$ cat src/hw/rtl/mbe_pkg.sv
package mbe_pkg;

  // Default number of bitmap bytes held in the store
  localparam int MAP_BYTES_DEF = 8;

  // Width of the in-use size and of the size register
  localparam int SIZE_W = 4;

  // Size register value after reset
  localparam logic [SIZE_W-1:0] CFG_RESET = 4'd8;

  // Request kinds
  typedef enum logic [2:0] {
    KIND_SET   = 3'd0,
    KIND_CLEAR = 3'd1,
    KIND_TEST  = 3'd2,
    KIND_NEXT  = 3'd3,
    KIND_EMPTY = 3'd4,
    KIND_OR    = 3'd5
  } kind_t;

  // One result item
  typedef struct packed {
    logic        ok;
    logic [15:0] found_offset;
    logic [7:0]  data_byte;
  } rsp_t;

endpackage

$ cat src/hw/rtl/mbe_if.sv
interface mbe_req_if;
  logic        valid;
  logic        ready;
  logic [2:0]  kind;
  logic [15:0] bit_offset;
  logic [2:0]  byte_index;
  logic [7:0]  operand_byte;

  modport source (output valid, kind, bit_offset, byte_index, operand_byte, input ready);
  modport sink (input valid, kind, bit_offset, byte_index, operand_byte, output ready);
endinterface

interface mbe_rsp_if;
  logic        valid;
  logic        ready;
  logic        ok;
  logic [15:0] found_offset;
  logic [7:0]  data_byte;

  modport source (output valid, ok, found_offset, data_byte, input ready);
  modport sink (input valid, ok, found_offset, data_byte, output ready);
endinterface

interface mbe_cfg_if;
  logic       valid;
  logic       ready;
  logic [3:0] bytes_in_use;

  modport source (output valid, bytes_in_use, input ready);
  modport sink (input valid, bytes_in_use, output ready);
endinterface

$ cat src/hw/rtl/membership_bitmap_engine.sv
// Membership bitmap engine: a byte-organised bitmap of MAP_BYTES bytes held in
// a simple dual-port synchronous memory (one write, one read a cycle).
// Channels: req carries one request item (kind, bit_offset, byte_index,
// operand_byte); rsp returns exactly one result item per request (ok,
// found_offset, data_byte); cfg writes bytes_in_use, taken at any cycle and
// meant to change only while no request is in flight.
// Reset: rst is synchronous. After it the engine sweeps the memory to zero,
// one byte a cycle; req.ready stays low meanwhile.
// bytes_in_use returns to 8.
// Timing: a set, clear or or-byte request reads its byte, then writes it back
// in the next cycle; a test only reads it. Their result is registered in the
// access state and offered from the done state; the next request is taken
// only back in idle. A request that fails its bounds check goes straight to
// the done state. Find-next and is-empty walk the bytes through the memory
// read port at one byte a cycle, up to the in-use size.
// Stall: a finished result sits in the output register; the engine takes the
// next request while it waits and holds its own result until the register
// frees.
module membership_bitmap_engine import mbe_pkg::*; #(
  parameter int MAP_BYTES = MAP_BYTES_DEF
) (
  input  logic      clk,
  input  logic      rst,
  mbe_cfg_if.sink   cfg,
  mbe_req_if.sink   req,
  mbe_rsp_if.source rsp
);

  // In-use size saturates at the store depth; the register is 4 bits wide
  localparam int CAP = (MAP_BYTES > 15) ? 15 : MAP_BYTES;
  localparam logic [SIZE_W-1:0] SIZE_CAP = SIZE_W'(CAP);

  logic [SIZE_W-1:0] bytes_in_use;
  logic [SIZE_W-1:0] size;
  rsp_t              res;
  logic              res_valid;
  logic              res_ready;
  logic              out_valid;
  rsp_t              out;

  // Size register: always ready
  assign cfg.ready = 1'b1;

  always_ff @(posedge clk) begin
    if (rst) begin
      bytes_in_use <= CFG_RESET;
    end else if (cfg.valid) begin
      bytes_in_use <= cfg.bytes_in_use;
    end
  end

  assign size = (bytes_in_use > SIZE_CAP) ? SIZE_CAP : bytes_in_use;

  mbe_engine #(
    .MAP_BYTES (MAP_BYTES)
  ) u_engine (
    .clk       (clk),
    .rst       (rst),
    .req       (req),
    .size      (size),
    .res       (res),
    .res_valid (res_valid),
    .res_ready (res_ready)
  );

  // Output register: load when empty or being drained this cycle
  assign res_ready = !out_valid || rsp.ready;

  always_ff @(posedge clk) begin
    if (rst) begin
      out_valid <= 1'b0;
    end else if (res_valid && res_ready) begin
      out_valid <= 1'b1;
    end else if (rsp.ready) begin
      out_valid <= 1'b0;
    end
  end

  always_ff @(posedge clk) begin
    if (res_valid && res_ready) begin
      out <= res;
    end
  end

  assign rsp.valid        = out_valid;
  assign rsp.ok           = out.ok;
  assign rsp.found_offset = out.found_offset;
  assign rsp.data_byte    = out.data_byte;

endmodule

$ cat src/hw/rtl/mbe_ram.sv
module mbe_ram #(
  parameter int DEPTH  = 8,
  parameter int ADDR_W = 3
) (
  input  logic              clk,
  input  logic              we,
  input  logic [ADDR_W-1:0] waddr,
  input  logic [7:0]        wdata,
  input  logic              re,
  input  logic [ADDR_W-1:0] raddr,
  output logic [7:0]        rdata
);

  logic [7:0] mem [DEPTH];

  always_ff @(posedge clk) begin
    if (we) begin
      mem[waddr] <= wdata;
    end
    if (re) begin
      rdata <= mem[raddr];
    end
  end

endmodule

$ cat src/hw/rtl/mbe_engine.sv
module mbe_engine import mbe_pkg::*; #(
  parameter int MAP_BYTES = MAP_BYTES_DEF
) (
  input  logic              clk,
  input  logic              rst,
  mbe_req_if.sink           req,
  input  logic [SIZE_W-1:0] size,
  output rsp_t              res,
  output logic              res_valid,
  input  logic              res_ready
);

  localparam int AW = (MAP_BYTES > 1) ? $clog2(MAP_BYTES) : 1;
  localparam logic [AW-1:0] LAST_ADDR = AW'(MAP_BYTES - 1);

  typedef enum logic [2:0] {
    ST_CLEAR,
    ST_IDLE,
    ST_ACCESS,
    ST_SCAN,
    ST_DONE
  } state_t;

  state_t            state;
  logic [AW-1:0]     clr_addr;
  kind_t             op;
  logic [7:0]        operand_q;
  logic [7:0]        bitmask;
  logic [AW-1:0]     addr_q;
  logic [SIZE_W-1:0] ptr;
  logic [SIZE_W-1:0] chk_byte;
  logic              chk_first;
  logic [7:0]        first_mask;

  logic              we;
  logic [AW-1:0]     waddr;
  logic [7:0]        wdata;
  logic              re;
  logic [AW-1:0]     raddr;
  logic [7:0]        rdata;

  kind_t             kind_in;
  logic [15:0]       om1;
  logic [12:0]       byte_pos;
  logic              loc_ok;
  logic              next_ok;
  logic              or_ok;
  logic [SIZE_W-1:0] start_byte;
  logic [6:0]        limit;
  logic [7:0]        eff_mask;
  logic [7:0]        hit_bits;
  logic              hit;
  logic [2:0]        low_bit;

  function automatic logic [2:0] lowest_set(input logic [7:0] v);
    logic [2:0] idx;
    idx = '0;
    for (int i = 7; i >= 0; i--) begin
      if (v[i]) begin
        idx = 3'(i);
      end
    end
    return idx;
  endfunction

  assign kind_in    = kind_t'(req.kind);
  assign om1        = req.bit_offset - 16'd1;
  assign byte_pos   = om1[15:3];
  assign loc_ok     = (req.bit_offset != 16'd0) && (byte_pos < {9'b0, size});
  assign limit      = {size, 3'b000};
  assign next_ok    = req.bit_offset < {9'b0, limit};
  assign start_byte = req.bit_offset[6:3];
  assign or_ok      = {1'b0, req.byte_index} < size;

  assign eff_mask = chk_first ? first_mask : 8'hFF;
  assign hit_bits = rdata & eff_mask;
  assign hit      = hit_bits != 8'h00;
  assign low_bit  = lowest_set(hit_bits);

  assign req.ready = (state == ST_IDLE);
  assign res_valid = (state == ST_DONE);

  // Memory port control
  always_comb begin
    we    = 1'b0;
    waddr = addr_q;
    wdata = '0;
    re    = 1'b0;
    raddr = '0;
    unique case (state)
      ST_CLEAR: begin
        we    = 1'b1;
        waddr = clr_addr;
      end
      ST_IDLE: begin
        priority case (kind_in)
          KIND_SET, KIND_CLEAR, KIND_TEST: begin
            re    = req.valid && loc_ok;
            raddr = AW'(byte_pos);
          end
          KIND_NEXT: begin
            re    = req.valid && next_ok;
            raddr = AW'(start_byte);
          end
          KIND_EMPTY: begin
            re    = req.valid && (size != '0);
            raddr = '0;
          end
          KIND_OR: begin
            re    = req.valid && or_ok;
            raddr = AW'(req.byte_index);
          end
          default: begin
            re = 1'b0;
          end
        endcase
      end
      ST_ACCESS: begin
        priority case (op)
          KIND_SET: begin
            we    = 1'b1;
            wdata = rdata | bitmask;
          end
          KIND_CLEAR: begin
            we    = 1'b1;
            wdata = rdata & ~bitmask;
          end
          KIND_OR: begin
            we    = 1'b1;
            wdata = rdata | operand_q;
          end
          default: begin
            we = 1'b0;
          end
        endcase
      end
      ST_SCAN: begin
        re    = !hit && (ptr < size);
        raddr = AW'(ptr);
      end
      ST_DONE: begin
        re = 1'b0;
      end
      default: begin
        re = 1'b0;
      end
    endcase
  end

  mbe_ram #(
    .DEPTH  (MAP_BYTES),
    .ADDR_W (AW)
  ) u_ram (
    .clk   (clk),
    .we    (we),
    .waddr (waddr),
    .wdata (wdata),
    .re    (re),
    .raddr (raddr),
    .rdata (rdata)
  );

  always_ff @(posedge clk) begin
    if (rst) begin
      state    <= ST_CLEAR;
      clr_addr <= '0;
    end else begin
      unique case (state)
        ST_CLEAR: begin
          clr_addr <= clr_addr + AW'(1);
          if (clr_addr == LAST_ADDR) begin
            state <= ST_IDLE;
          end
        end
        ST_IDLE: begin
          if (req.valid) begin
            op               <= kind_in;
            operand_q        <= req.operand_byte;
            bitmask          <= 8'h01 << om1[2:0];
            addr_q           <= raddr;
            res.ok           <= 1'b0;
            res.found_offset <= req.bit_offset;
            res.data_byte    <= '0;
            state            <= ST_DONE;
            priority case (kind_in)
              KIND_SET, KIND_CLEAR, KIND_TEST: begin
                if (loc_ok) begin
                  state <= ST_ACCESS;
                end
              end
              KIND_OR: begin
                if (or_ok) begin
                  state <= ST_ACCESS;
                end
              end
              KIND_NEXT: begin
                if (next_ok) begin
                  ptr        <= start_byte + SIZE_W'(1);
                  chk_byte   <= start_byte;
                  chk_first  <= 1'b1;
                  first_mask <= 8'hFF << req.bit_offset[2:0];
                  state      <= ST_SCAN;
                end
              end
              KIND_EMPTY: begin
                if (size == '0) begin
                  res.ok <= 1'b1;
                end else begin
                  ptr        <= SIZE_W'(1);
                  chk_byte   <= '0;
                  chk_first  <= 1'b1;
                  first_mask <= 8'hFF;
                  state      <= ST_SCAN;
                end
              end
              default: begin
                state <= ST_DONE;
              end
            endcase
          end
        end
        ST_ACCESS: begin
          // Read data of the addressed byte is now registered
          res.ok        <= (op == KIND_TEST) ? ((rdata & bitmask) != 8'h00) : 1'b1;
          res.data_byte <= (op == KIND_OR) ? (rdata | operand_q) : 8'h00;
          state         <= ST_DONE;
        end
        ST_SCAN: begin
          if (hit) begin
            res.ok <= (op == KIND_NEXT);
            if (op == KIND_NEXT) begin
              res.found_offset <= 16'({chk_byte, low_bit}) + 16'd1;
            end
            state <= ST_DONE;
          end else if (ptr >= size) begin
            res.ok <= (op == KIND_EMPTY);
            state  <= ST_DONE;
          end else begin
            ptr       <= ptr + SIZE_W'(1);
            chk_byte  <= ptr;
            chk_first <= 1'b0;
          end
        end
        ST_DONE: begin
          if (res_ready) begin
            state <= ST_IDLE;
          end
        end
        default: begin
          state <= ST_IDLE;
        end
      endcase
    end
  end

endmodule

$ cat src/flat_wrapper.sv
// flat-port wrapper written by rule: the top's interface ports become plain ports
module membership_bitmap_engine_flat import mbe_pkg::*;
#(
  parameter int MAP_BYTES = MAP_BYTES_DEF
)
  (clk, rst, cfg_valid, cfg_bytes_in_use, cfg_ready, req_valid, req_kind, req_bit_offset, req_byte_index, req_operand_byte, req_ready, rsp_valid, rsp_ok, rsp_found_offset, rsp_data_byte, rsp_ready);
  mbe_cfg_if cfg_i ();
  mbe_req_if req_i ();
  mbe_rsp_if rsp_i ();
  input  logic clk;
  input  logic rst;
  input wire logic [$bits(cfg_i.valid)-1:0] cfg_valid;
  input wire logic [$bits(cfg_i.bytes_in_use)-1:0] cfg_bytes_in_use;
  output wire logic [$bits(cfg_i.ready)-1:0] cfg_ready;
  input wire logic [$bits(req_i.valid)-1:0] req_valid;
  input wire logic [$bits(req_i.kind)-1:0] req_kind;
  input wire logic [$bits(req_i.bit_offset)-1:0] req_bit_offset;
  input wire logic [$bits(req_i.byte_index)-1:0] req_byte_index;
  input wire logic [$bits(req_i.operand_byte)-1:0] req_operand_byte;
  output wire logic [$bits(req_i.ready)-1:0] req_ready;
  output wire logic [$bits(rsp_i.valid)-1:0] rsp_valid;
  output wire logic [$bits(rsp_i.ok)-1:0] rsp_ok;
  output wire logic [$bits(rsp_i.found_offset)-1:0] rsp_found_offset;
  output wire logic [$bits(rsp_i.data_byte)-1:0] rsp_data_byte;
  input wire logic [$bits(rsp_i.ready)-1:0] rsp_ready;
  assign cfg_i.valid = cfg_valid;
  assign cfg_i.bytes_in_use = cfg_bytes_in_use;
  assign cfg_ready = cfg_i.ready;
  assign req_i.valid = req_valid;
  assign req_i.kind = req_kind;
  assign req_i.bit_offset = req_bit_offset;
  assign req_i.byte_index = req_byte_index;
  assign req_i.operand_byte = req_operand_byte;
  assign req_ready = req_i.ready;
  assign rsp_valid = rsp_i.valid;
  assign rsp_ok = rsp_i.ok;
  assign rsp_found_offset = rsp_i.found_offset;
  assign rsp_data_byte = rsp_i.data_byte;
  assign rsp_i.ready = rsp_ready;
  membership_bitmap_engine #(.MAP_BYTES(MAP_BYTES)) u_core (.clk(clk), .rst(rst), .cfg(cfg_i), .req(req_i), .rsp(rsp_i));
endmodule
$ cat config.mk
export PLATFORM = sky130hd
export DESIGN_NAME = membership_bitmap_engine_flat
export DESIGN_NICKNAME = d
export VERILOG_FILES = /design/src/hw/rtl/mbe_pkg.sv /design/src/hw/rtl/mbe_if.sv /design/src/hw/rtl/membership_bitmap_engine.sv /design/src/hw/rtl/mbe_ram.sv /design/src/hw/rtl/mbe_engine.sv /design/src/flat_wrapper.sv
export SDC_FILE = /design/constraint.sdc
export NUM_CORES = 1
export LEC_CHECK = 0
export ABC_AREA = 1
export BUFFER_PORTS_ARGS = -buffer_cell sky130_fd_sc_hd__buf_2
export CORE_MARGIN = 5
export CORE_UTILIZATION = 60
export DETAILED_ROUTE_END_ITERATION = 6
export GPL_ROUTABILITY_DRIVEN = 0
export PLACE_DENSITY_LB_ADDON = 0.2
export SYNTH_ARGS = -nofsm -noshare
export SYNTH_HDL_FRONTEND = slang
export SYNTH_HIERARCHICAL = 1
export SYNTH_SLANG_ARGS = --single-unit
export TNS_END_PERCENT = 20
$ cat constraint.sdc
create_clock -name clk -period 7.2 [get_ports clk]
set_input_delay 0.36 -clock clk [delete_from_list [all_inputs] [get_ports clk]]
set_output_delay 0.36 -clock clk [all_outputs]
set_load 0.05 [all_outputs]
* Word-level counts from Yosys, hierarchy flattened
Memory sizes are Yosys's and may differ from the RTL's. A register that Yosys moved wholly into a read port is not among the register bits.
Cells that the tools add are included.
W data, S select, Z words.
** Storage, ports and cells
- Register bits after elaboration :: 100
- Logic and storage cells :: 169
- Memories :: 1
- RAM bits :: 64
- Input port bits :: 39
** Operators by class
- Bitwise logic cells :: 7
- Shift operators :: 2
- Order comparisons :: 6
- Muxes and demuxes :: 70
- Reductions and logical operators :: 32
- Eq/ne operators :: 28
- Add/subtract/negate cells :: 5
** Memory list
- u_core.u_engine.u_ram.mem :: words 8, width 8, rd ports 1, clocked after memory_dff 1, write ports 1, RTL line mbe_ram.sv:14 : logic [7:0] mem [DEPTH];
** Operator list (number)
- $mux W3 :: 18
- $mux W4 :: 11
- $mux W8 :: 5
- $mux W16 :: 2
- $pmux W16 S2 :: 1
- $pmux W4 S2 :: 4
- $pmux W8 S2 :: 2
- $mux W25 :: 1
- $and A8 B8 Y8 :: 3
- $pmux W8 S3 :: 1
- $eq A3 B2 Y1 const B :: 6
- $eq A3 B3 Y1 const B :: 6
- $ne A2 B2 Y1 const B :: 9
- $lt A16 B7 Y1 :: 1
- $or A8 B8 Y8 :: 2
- $reduce_bool A16 Y1 :: 1
- $reduce_bool A8 Y1 :: 2
- $sub A16 B1 Y16 const B :: 1
- $mux W1 :: 15
- $pmux W3 S5 :: 1
- $lt A13 B4 Y1 :: 1
- $pmux W3 S4 :: 1
- $eq A3 B1 Y1 const B :: 3
- $logic_not A3 Y1 :: 3
- 31 further kinds :: 50

* Longest topological paths before layout
Gate-level depths: netlist (run 1).
- Depth in word-level cells :: 14
- Depth in mapped cells :: 17
- Mapped depth without buffers :: 17

* Modules after synthesis
Netlist (run 1), hierarchy kept.
** Modules (own cells, without submodules)
- mbe_engine :: instances 1, area an instance 4234.1 um^2, seq. area each 2011.9 um^2, cells an instance 520
- mbe_ram :: instances 1, area an instance 3130.5 um^2, seq. area each 2162.1 um^2, cells an instance 303
- membership_bitmap_engine :: instances 1, area an instance 967.2 um^2, seq. area each 850.8 um^2, cells an instance 58

* Worst setup path after synthesis (run 1)
No wires, ideal clock.
- Path type :: register -> register
- Start :: register u_core.bytes_in_use[3]
- End :: register u_core.u_engine.chk_byte[0], enable pin
- Path slack :: 4671 ps
- Arrival time :: 2140 ps
- Library setup time :: 390 ps
- Period minus slack after synthesis :: 2529 ps
- Cell stages (with the launch flop) :: 11
- Required time :: 6810 ps
- Path through :: dfxtp_1 > nor2_1 > inv_1 > ha_1 > o21ai_0 > nand2_1 > a21oi_1 > o21ai_0 > o21ai_1 > inv_1 > a211oi_1
** Between the ends
- Word-level cells in the longest chain between the ends :: 5
- Elaborated cells on any way between the ends :: 9
- Those cells by class :: order compare: 3; eq/ne: 3; mux: 1; reduce/logical: 2
** Ends and longest elaborated chain
- from (decl) :: RTL line membership_bitmap_engine.sv:33 : logic [SIZE_W-1:0] bytes_in_use;
- from (signal assigned) :: RTL line membership_bitmap_engine.sv:48 : bytes_in_use <= cfg.bytes_in_use;
- $gt A4 B4 Y1 * :: RTL line membership_bitmap_engine.sv:52 : assign size = (bytes_in_use > SIZE_CAP) ? SIZE_CAP : bytes_in_use;
- $mux W4 * :: RTL line membership_bitmap_engine.sv:52
- via u_core.size[1] :: RTL line membership_bitmap_engine.sv:34 : logic [SIZE_W-1:0] size;
- $lt A16 B7 Y1 (tied with other cells) :: RTL line mbe_engine.sv:71 : assign next_ok = req.bit_offset < {9'b0, limit};
- $ne A3 B3 Y1 (no line) / $ne A2 B2 Y1 (equally long branches)
- $reduce_and A8 Y1 (no line) *
- to (signal assigned) :: RTL line mbe_engine.sv:199 : chk_byte <= start_byte;
- to (signal assigned) :: RTL line mbe_engine.sv:240 : chk_byte <= ptr;
- to (decl) :: RTL line mbe_engine.sv:31 : logic [SIZE_W-1:0] chk_byte;
The timed path passes the listed nets; every way through them passes the cells marked *.
A chain may end at the register's enable or synchronous reset.

* Worst setup path in the final report (run 1)
- Start :: register u_core.u_engine.state[0]
- End :: register u_core.u_engine.u_ram.rdata[1], read port of u_core.u_engine.u_ram.mem, data pin
** Between the ends
- Word-level cells in the longest chain between the ends :: 2
- Elaborated cells on any way between the ends :: 4
- Those cells by class :: eq/ne: 2; mux: 2
** Ends and longest elaborated chain
- from (decl) :: RTL line mbe_engine.sv:24 : state_t state;
- from (signal assigned) :: RTL line mbe_engine.sv:165 : state <= ST_CLEAR;
- from (signal assigned) :: RTL line mbe_engine.sv:172 : state <= ST_IDLE;
- from (signal assigned) :: RTL line mbe_engine.sv:184 : state <= ST_DONE;
- $eq A3 B2 Y1 / $eq A3 B1 Y1 (equally long branches) :: RTL line mbe_engine.sv:90 : unique case (state)
- $pmux W3 S2 * :: RTL line mbe_engine.sv:90
- via u_core.u_engine.raddr[0] :: RTL line mbe_engine.sv:39 : logic [AW-1:0] raddr;
- to (decl) :: RTL line mbe_ram.sv:11 : output logic [7:0] rdata
Marks and branches as above.

==> flow_summary.yaml, run 1 <==
sta:
  hold_violations: 0
  max_freq_ghz: 0.295
  fin_setup_tns_ns: 0
  worst_pin_slew_ns: 1.17
  setup_viol: 0
  rsz0062_at_grt: "false"
  fin_crit_ns: 3.39
  max_slew_margin: 0.215
  worst_clock_skew_ns: 0.00673
  final_max_slew_viol_count: 0
  period_share: 0.471
global_route:
  antenna_found_initial: 0
  grt_pass1_vias: 5605
  grt_pass1_wl_um: 28600
  grt_start_max_net_pins: 35
  gr-total-overflow: 0
  gr-usage-all-layers: 0.229
route:
  dr.pass1.iters: 5
  first_iter_violations: 751
  route.met2.wl_um: 8150
  wl_met1_um: 8250
  top_layer: "met4"
  vias_per_cell: 5.39
  drc_errors: 0
  postRouteAntennaNets: 0
  wirelength_um: 18300
  wl_met3_um: 1450
  wl_per_cell_um: 16.0
  vias: 6179
critical_path:
  crit_top_cell: "nand2_1"
  worstSetupEndpointType: "flip-flop"
  max_stage_delay_ns: 0.76
  arrival_ns: 3.68
  cp-start-kind: "flip-flop"
  crit_chain: "inv_1 > nor2_1 > inv_2 > nor2_2 > inv_1 > o22ai_2 > buf_4 > inv_4 > nand2_1 > nand3_1 > nand2_1 > nand2_1 > nand2_1"
  path_max_fanout: 34
  worstSetupPathType: "flip-flop to flip-flop"
  required_ns: 7.49
  crit_slowest_cell: "nor2_2"
power:
  leakage_nw: 4.14
  p_int_w: 0.00206
  p_clk_frac: 0.298
  ir_worst_vdd_mv: 0.223
  p_seq_frac: 0.457
  power.density_mw_per_mm2: 325
  power_switching_w: 0.000995
  combPwrFrac: 0.244
  switching_share: 0.325
  power_w: 0.00306
clock_tree:
  ctsRootBufferMaster: "clkbuf_16"
  ctsHoldBuffers: 0
  cts_tree: "built"
  htreeDepth: 4
  clock_latency_ns: 0.43
  cts.path.max_buffers: 2
  clk_pin_slew_ns: 0.06
  cts_setup_buffers: 0
  cts_buffers: 17
  cts_resized: 0
  clkSinkCount: 171
flow_run:
  drv_cap: 0
placement:
  place_hpwl_um: 12700
  port_buffers: 65
  dpl-instance-area_mm2: 0.00882
yosys:
  ys_seq_elements: 171
  synth_nets: 939
  ys_types: 44
  yosysWarnings: 6
  synth_cells: 881
  ys_seq_area_frac: 0.603
  syn-cell-area_mm2: 0.00833
  avgSynthCellArea_um2: 9.46
cells_and_area:
  fin_area_mm2: 0.00941
  final_nets: 1011
  area.growth.synth_to_final_pct: 13.0
  layout_commonest_cell: "nand2_1"
  drive_gt1_frac: 0.140
  diodes: 0
  layout_common_cells: "nand2_1, edfxtp_1, inv_1, nor2_1, buf_2"
floorplan:
  die_h_um: 128
  die_area_mm2: 0.0163
  rows: 43
  ioPinCount: 67
  die_w_um: 128
  fp.coreArea_mm2: 0.0138
  start_util: 0.605
status:
  status: "completed"
min_path:
  hp-class: "input pin to flip-flop"
==> final cells by class <==
| class | instances | area [µm²] |
|---|---|---|
| clock buffer | 23 | 478 |
| clock inverter | 9 | 114 |
| fill | 1099 | 4360 |
| inverter | 158 | 598 |
| multi-input combinational | 533 | 2590 |
| sequential | 171 | 5020 |
| tap | 180 | 225 |
| timing repair buffer | 72 | 378 |
==> metrics by stage <==
step	cells	hold WS (ns)	utilization	setup WS, ns
CTS	1146	0.0962	0.683	3.86
global route	1146	0.0932	0.683	3.51
finish	1146	0.108	0.683	3.81
detailed placement	1114	0.405	0.640	3.92
floorplan	881	0.400	-	4.67
global placement	1114	0.401	0.640	4.05
==> cells by family after synthesis <==
| family | count (synthesis) | synth area share |
|---|---|---|
| AND/OR/NAND/NOR | 416 | 0.209 |
| buffers and inverters | 177 | 0.0880 |
| flip-flops | 171 | 0.603 |
| AO/OA/AOI/OAI | 90 | 0.0628 |
| adder cells (fa/ha/maj) | 19 | 0.0285 |
| XOR/XNOR | 7 | 0.00826 |
| other | 1 | 0.000450 |
==> cells in the mapped netlist, drive strengths merged <==
master / instances / area (µm²)
nor2: 110 / 445
o211ai: 2 / 15.0
o22ai: 12 / 75.1
o41ai: 1 / 8.76
a22oi: 1 / 7.51
nand2: 232 / 901
xnor2: 3 / 26.3
o31ai: 2 / 15.0
edfxtp: 160 / 4800
o21ai: 42 / 210
or2: 2 / 12.5
inv: 158 / 598
nor4: 2 / 12.5
ha: 19 / 238
a211oi: 3 / 27.5
a31oi: 2 / 12.5
buf: 13 / 113
conb: 1 / 3.75
nand4: 4 / 25.0
a22o: 2 / 17.5
xor2: 4 / 42.6
nand3: 54 / 275
nor3b: 1 / 7.51
o311ai: 1 / 8.76
a21oi: 19 / 98.9
nor3: 10 / 55.1
and3: 1 / 6.26
dfxtp: 11 / 220
a221oi: 3 / 26.3
clkbuf: 6 / 22.5
==> power by group through the flow <==
stage	Combinational [W]	Sequential, W	Clock, W
final	0.000747	0.00140	0.000913
after global routing	0.000833	0.00142	0.000967
after CTS	0.000747	0.00140	0.000921
after detailed placement	0.000744	0.00142	0
after floorplan	0.000434	0.00152	0
after global placement	0.000732	0.00141	0
==> layer usage <==
layer | vias to the layer above | GRT usage
met1 | 2831 | 0.330
li1 | 3019 | -
met2 | 287 | 0.337
met4 | 0 | 0.0849
met3 | 42 | 0.0583
met5 | - | 0
==> worst max-delay path, delay by kind of cell (launching register included) <==
| family | cells | cell delay (ns) |
|---|---|---|
| and+or+nand+nor | 7 | 1.29 |
| DFF | 1 | 0.34 |
| AOI/OAI and AO/OA | 1 | 0.29 |
| buffers and inverters | 5 | 1.32 |
==> registers in the layout (all words and copies together), names as in the netlist, 3 cells and up <==
signal / count
u_core/u_engine/ptr: 4
u_core/u_engine/op: 3
u_core/u_engine/addr_q: 3
u_core/rsp.found_offset: 16
u_core/u_engine/res: 25
u_core/rsp.data_byte: 8
u_core/bytes_in_use: 4
u_core/u_engine/operand_q: 8
u_core/u_engine/u_ram/mem: 64
u_core/u_engine/clr_addr: 3
u_core/u_engine/state: 3
u_core/u_engine/chk_byte: 4
u_core/u_engine/bitmask: 8
u_core/u_engine/first_mask: 7
u_core/u_engine/u_ram/rdata: 8
==> final timing paths <==
path | start | endpoint | slack [ns] | depth (start not counted)
worst min register to register | u_core/u_engine/res[1] | u_core/rsp.data_byte[1] | 0.42 | 0
worst min-delay path | req_operand_byte[1] | u_core/u_engine/operand_q[1] | 0.11 | 1
worst max register to register | u_core/u_engine/state[0] | u_core/u_engine/u_ram/rdata[1] | 3.81 | 13
worst max-delay path | u_core/u_engine/state[0] | u_core/u_engine/u_ram/rdata[1] | 3.81 | 13
No activity file was read; power rests on OpenSTA's default activity.
==> run 2: changes to the inputs <==
Settings changed: ABC_AREA 1 to 0.
Clock period 7.2 ns to 3.45 ns, I/O delays scaled along.
==> run 2 against run 1 <==
Combinational power grew 95%. Hold slack worse by 0.089 ns. Via count shrank 13%. Critical endpoint is now u_core/u_engine/u_ram/rdata[3]. Cell count is 23% lower. Cell area decreased by 1.0%. Largest cell class unchanged.
==> flow_summary.yaml, run 2 <==
route:
  vias: 5387
  dr.pass1.iters: 5
  first_iter_violations: 445
  postRouteAntennaNets: 0
  wirelength_um: 17300
  vias_per_cell: 6.10
  wl_per_cell_um: 19.6
  drc_errors: 0
clock_tree:
  cts_tree: "built"
  cts_setup_buffers: 0
  cts_buffers: 17
  ctsRootBufferMaster: "clkbuf_16"
  clkSinkCount: 171
  cts_resized: 0
  clock_latency_ns: 0.42
  cts.path.max_buffers: 2
  htreeDepth: 4
  clk_pin_slew_ns: 0.06
sta:
  fin_setup_tns_ns: 0
  hold_violations: 0
  max_slew_margin: 0.380
  max_freq_ghz: 0.351
  fin_crit_ns: 2.85
  setup_viol: 0
  worst_pin_slew_ns: 0.923
  period_share: 0.826
  setup_slack_ns: 0.601
  rsz0062_at_grt: "false"
  worst_clock_skew_ns: 0.00892
  final_max_slew_viol_count: 0
yosys:
  synth_top_area_cell: "edfxtp_1"
  synth_common_cells: "edfxtp_1, nor2_1, a21oi_1, nand2_1, clkbuf_1"
  avgSynthCellArea_um2: 13.2
  synth_nets: 666
  synth_ff_type: "edfxtp_1"
  syn-cell-area_mm2: 0.00805
  synth_edf_count: 160
  synth_most_common_cell: "edfxtp_1"
  ys_types: 63
  yosys-top-cells-area: "edfxtp_1, mux4_1, ha_1"
  ys_seq_elements: 171
  synth_top_area_frac: 0.597
  ys_seq_area_frac: 0.624
  ys_async_sr_fraction: 0
  yosysWarnings: 6
  synth_cells: 608
critical_path:
  path_max_fanout: 17
  arrival_ns: 3.01
  reg2reg_depth: 8
  cp-start-kind: "flip-flop"
  worstSetupEndpointType: "flip-flop"
  crit_chain: "nand2b_1 > nor2_1 > buf_4 > clkinv_1 > o21ai_1 > buf_12 > mux4_1 > mux2_2"
  max_stage_delay_ns: 0.61
  worstSetupPathType: "flip-flop to flip-flop"
  required_ns: 3.61
  crit_slowest_cell: "dfxtp_1"
min_path:
  hp-class: "input pin to flip-flop"
  min_path_cells: 3
global_route:
  gr-total-overflow: 0
  grt_start_max_net_pins: 28
  grt_pass1_wl_um: 26900
  antenna_found_initial: 1
  gr-usage-all-layers: 0.219
  grt_pass1_vias: 5180
floorplan:
  rows: 42
  fp.coreArea_mm2: 0.0132
  die_h_um: 126
  die_w_um: 126
  die_area_mm2: 0.0158
  start_util: 0.610
  ioPinCount: 67
power:
  power.density_mw_per_mm2: 660
  ir_worst_vdd_mv: 0.501
  p_int_w: 0.00432
  combPwrFrac: 0.238
  leakage_nw: 3.38
  switching_share: 0.297
  p_clk_frac: 0.297
  power_switching_w: 0.00183
  p_seq_frac: 0.465
cells_and_area:
  largest_register_ffs: 64
  area.growth.synth_to_final_pct: 15.7
  regMostFlops: "u_core/u_engine/u_ram/mem"
  diodes: 0
  drive_gt1_frac: 0.185
  layout_commonest_cell: "edfxtp_1"
  final_nets: 753
  reg_top3: "u_core/u_engine/u_ram/mem: 64 flops, u_core/u_engine/res: 25 flops, u_core/rsp.found_offset: 16 flops"
  layout_common_cells: "edfxtp_1, buf_2, nor2_1, a21oi_1, nand2_1"
status:
  status: "completed"
placement:
  pre_cts_ws_ns: 0.286
  port_buffers: 65
  place_hpwl_um: 12000
flow_run:
  drv_cap: 0
## run 2: cell count changes after synthesis, sizes merged, moves of 17 or more
cell	before	now
o21ai	42	16
nand2b	0	17
nand2	232	38
inv	158	17
a21oi	19	38
nor2	110	47
nand3	54	10
## run 2: routing by layer
layer / share of wire / vias up / GRT usage / wire length [µm]
met5: 0.00040 / - / 0 / 7
met4: 0.021 / 2 / 0.0864 / 368
met1: 0.40 / 2605 / 0.277 / 6980
met2: 0.51 / 229 / 0.376 / 8790
met3: 0.066 / 34 / 0.0436 / 1150
li1: - / 2517 / - / -
## run 2: final timing paths
check                      startpoint                              to  slack, ns
min               cfg_bytes_in_use[2]          u_core/bytes_in_use[2]       0.02
max reg2reg  u_core/u_engine/state[0]  u_core/u_engine/u_ram/rdata[3]       0.60
min reg2reg    u_core/u_engine/res[2]         u_core/rsp.data_byte[2]       0.42
max          u_core/u_engine/state[0]  u_core/u_engine/u_ram/rdata[3]       0.60
## run 2: area by class of cell
type,instances,area [µm²]
repair buffers,99,621
clock inverters,13,141
multi-input cells,387,2810
inverters,19,71.3
well taps,176,220
flip-flops and latches,171,5020
clock buffers,18,429
fillers,900,3870
## run 2: kinds of logic after synthesis
family / count (synthesis) / share of synthesized area
compound gates: 128 / 0.106
xor+xnor: 13 / 0.0141
fa+ha+maj: 19 / 0.0295
buf+inv: 50 / 0.0280
flops: 171 / 0.624
mux: 35 / 0.0773
other cells: 1 / 0.000466
simple gates: 191 / 0.120
## run 2: metrics by stage
stage / hold slack [ns] / cells / utilization / power, W / instance area (µm²)
6_report: 0.0192 / 883 / 0.706 / 0.00615 / 9320
5_1_grt: 0.0419 / 883 / 0.706 / 0.00642 / 9320
4_1_cts: 0.00848 / 883 / 0.706 / 0.00619 / 9320
3_5_place_dp: 0.352 / 841 / 0.655 / 0.00435 / 8640
3_3_place_gp: 0.351 / 841 / 0.655 / 0.00429 / 8640
2_1_floorplan: 0.242 / 608 / - / 0.00390 / 8050
## run 2: power groups by stage
| stage | Clock, W | Combinational, W | Sequential [W] |
|---|---|---|---|
| after floorplan | 0 | 0.000794 | 0.00311 |
| after global placement | 0 | 0.00141 | 0.00288 |
| after detailed placement | 0 | 0.00145 | 0.00290 |
| after CTS | 0.00186 | 0.00147 | 0.00286 |
| after global routing | 0.00196 | 0.00157 | 0.00289 |
| final | 0.00183 | 0.00146 | 0.00286 |
## run 2: repair_timing
| item | in CTS | in global routing |
|---|---|---|
| setup endpoints to repair | 0 | 0 |
| hold buffers | 11 | 0 |
| endpoints found under the hold margin | 11 | 0 |
## run 2: critical path, delay by kind of cell (launching register included)
kind,cells,cell delay [ns]
flip-flops,1,0.61
multiplexers,2,0.87
buffers and inverters,3,0.52
AO/OA/AOI/OAI,1,0.26
AND/OR/NAND/NOR,2,0.33
==> run 3: changes to the inputs <==
Clock period 3.45 ns to 2.8 ns, I/O delays scaled along.
==> run 3 against run 2 <==
Total power is 22% higher. Highest routed layer is now met4. Critical path depth shrank 1. Cell count is 4.1% higher. Clock-buffer cell count grew 1. Critical endpoint is now u_core/u_engine/u_ram/rdata[2]. Clock skew up 0.0014 ns. Die area unchanged. Largest cell class unchanged. Flip-flop and latch count is the same. Clock power is 17% higher.
==> flow_summary.yaml, run 3 (same netlist as run 2, synthesis figures left out) <==
power:
  ir_worst_vdd_mv: 0.658
  leakage_nw: 3.54
  power.density_mw_per_mm2: 784
placement:
  dpl-instance-area_mm2: 0.00894
  port_buffers: 65
  pre_cts_ws_ns: -0.175
  dpl.cell_count: 875
  place_hpwl_um: 12700
floorplan:
  die_h_um: 126
  die_area_mm2: 0.0158
  ioPinCount: 67
  fp.coreArea_mm2: 0.0132
  die_w_um: 126
  rows: 42
  start_util: 0.610
critical_path:
  rrSetupSlack_ns: 0.17
  max_stage_delay_ns: 0.49
  cp-start-kind: "flip-flop"
  worstReg2RegStart: "u_core/u_engine/chk_first"
  worstSetupPathType: "flip-flop to flip-flop"
  worstSetupEndpointType: "flip-flop"
  critPathTopFamily: "simple AND/OR/NAND/NOR gates"
  crit_chain: "nand2b_1 > a22oi_1 > nand4_1 > or3_1 > a21o_1 > a31oi_4 > buf_12"
  reg2reg_depth: 7
  path_max_fanout: 8
  required_ns: 2.95
  reg2reg_to: "u_core/u_engine/u_ram/rdata[2]"
  arrival_ns: 2.78
  crit_slowest_cell: "or3_1"
  cp_num_buf_inv: 1
sta:
  fin_setup_tns_ns: 0
  fin_crit_ns: 2.63
  rsz0062_at_grt: "false"
  max_freq_ghz: 0.380
  setup_slack_ns: 0.167
  worst_clock_skew_ns: 0.0103
  max_slew_margin: 0.530
  period_share: 0.940
  worst_pin_slew_ns: 0.705
  final_max_slew_viol_count: 0
  hold_violations: 0
  setup_viol: 0
global_route:
  gr-usage-all-layers: 0.233
  antenna_found_initial: 0
  grt_start_max_net_pins: 28
  grt_pass1_wl_um: 28700
  grt_pass1_vias: 5484
  gr-total-overflow: 0
cells_and_area:
  fill_cells: 874
  diodes: 0
  fin_area_mm2: 0.00960
  regMostFlops: "u_core/u_engine/u_ram/mem"
  drive_gt1_frac: 0.229
  area.growth.synth_to_final_pct: 19.3
  layout_common_cells: "edfxtp_1, buf_2, buf_4, nor2_1"
  largest_register_ffs: 64
  ff_latch_area_mm2: 0.00502
  reg_top3: "u_core/u_engine/u_ram/mem: 64 flops, u_core/u_engine/res: 25 flops, u_core/rsp.found_offset: 16 flops"
  final_nets: 788
  final_util: 0.728
  layout_commonest_cell: "edfxtp_1"
  multiInputGateArea_mm2: 0.00283
  instances_no_fill: 919
clock_tree:
  cts_buffers: 17
  cts_setup_buffers: 0
  clk_pin_slew_ns: 0.06
  cts_tree: "built"
  cts.path.max_buffers: 2
  htreeDepth: 4
  ctsRootBufferMaster: "clkbuf_16"
  clock_latency_ns: 0.43
  clkSinkCount: 171
min_path:
  hp-class: "input pin to flip-flop"
  hp-start: "cfg_valid"
  min_path_cells: 2
  holdPathEnd: "u_core/bytes_in_use[3]"
route:
  drc_errors: 0
  vias_per_cell: 6.08
  vias: 5585
  postRouteAntennaNets: 0
  first_iter_violations: 439
  wirelength_um: 18000
  wl_per_cell_um: 19.6
  dr.pass1.iters: 5
status:
  status: "completed"
flow_run:
  drv_cap: 0
==> run 3: cell count changes in the layout (fill, tap and decap cells not counted), moves of 2 or more <==
cell | previous run | this run
bufinv_16 | 2 | 0
clkinv_1 | 5 | 3
buf_4 | 22 | 54
buf_12 | 1 | 3
inv_8 | 1 | 3
==> run 3: final cells by class <==
cell class | instances | share of cell area
clock buffer | 19 | 0.0451
clock inverter | 13 | 0.0115
inverter | 19 | 0.00743
multi-input combinational | 387 | 0.295
sequential | 171 | 0.523
tap | 176 | 0.0229
timing repair buffer | 134 | 0.0948
==> run 3: metrics by stage <==
stage	hold slack, ns	power (W)
global route	0.0158	0.00787
global placement	0.317	0.00533
floorplan	0.209	0.00481
finish	0.0226	0.00753
CTS	0.00529	0.00757
detailed placement	0.319	0.00541
==> run 3: where the power goes <==
part | internal, W | leakage, nW | switching (W)
clock network | 0.00116 | 0.262 | 0.000993
logic | 0.000688 | 1.72 | 0.00119
registers | 0.00337 | 1.56 | 0.000129
total | 0.00521 | 3.54 | 0.00231
==> run 3: how the worst max path moves through the flow <==
stage | start | end | slack, ns | depth (start not counted)
after floorplan | u_core/u_engine/state[1] | u_core/u_engine/u_ram/rdata[1] | -0.02 | 10
after global placement | req_bit_offset[2] | u_core/u_engine/u_ram/rdata[5] | -0.15 | 13
after detailed placement | req_bit_offset[2] | u_core/u_engine/u_ram/rdata[5] | -0.18 | 13
after CTS | u_core/u_engine/chk_first | u_core/u_engine/u_ram/rdata[3] | 0.19 | 7
after global routing | u_core/u_engine/chk_first | u_core/u_engine/chk_byte[2] | 0.01 | 8
final | u_core/u_engine/chk_first | u_core/u_engine/u_ram/rdata[2] | 0.17 | 7
==> run 3: timing repair <==
action,in CTS,in global routing
resized for setup,0,1
hold buffers,12,0
setup endpoints to repair,0,7
hold endpoints to repair,12,0
==> run 3: routing by layer <==
metal	up-vias	wire length (µm)	track usage
met5	-	0	0
met4	0	291	0.0801
met3	30	1360	0.0521
met2	244	9100	0.396
met1	2716	7280	0.298
li1	2595	-	-
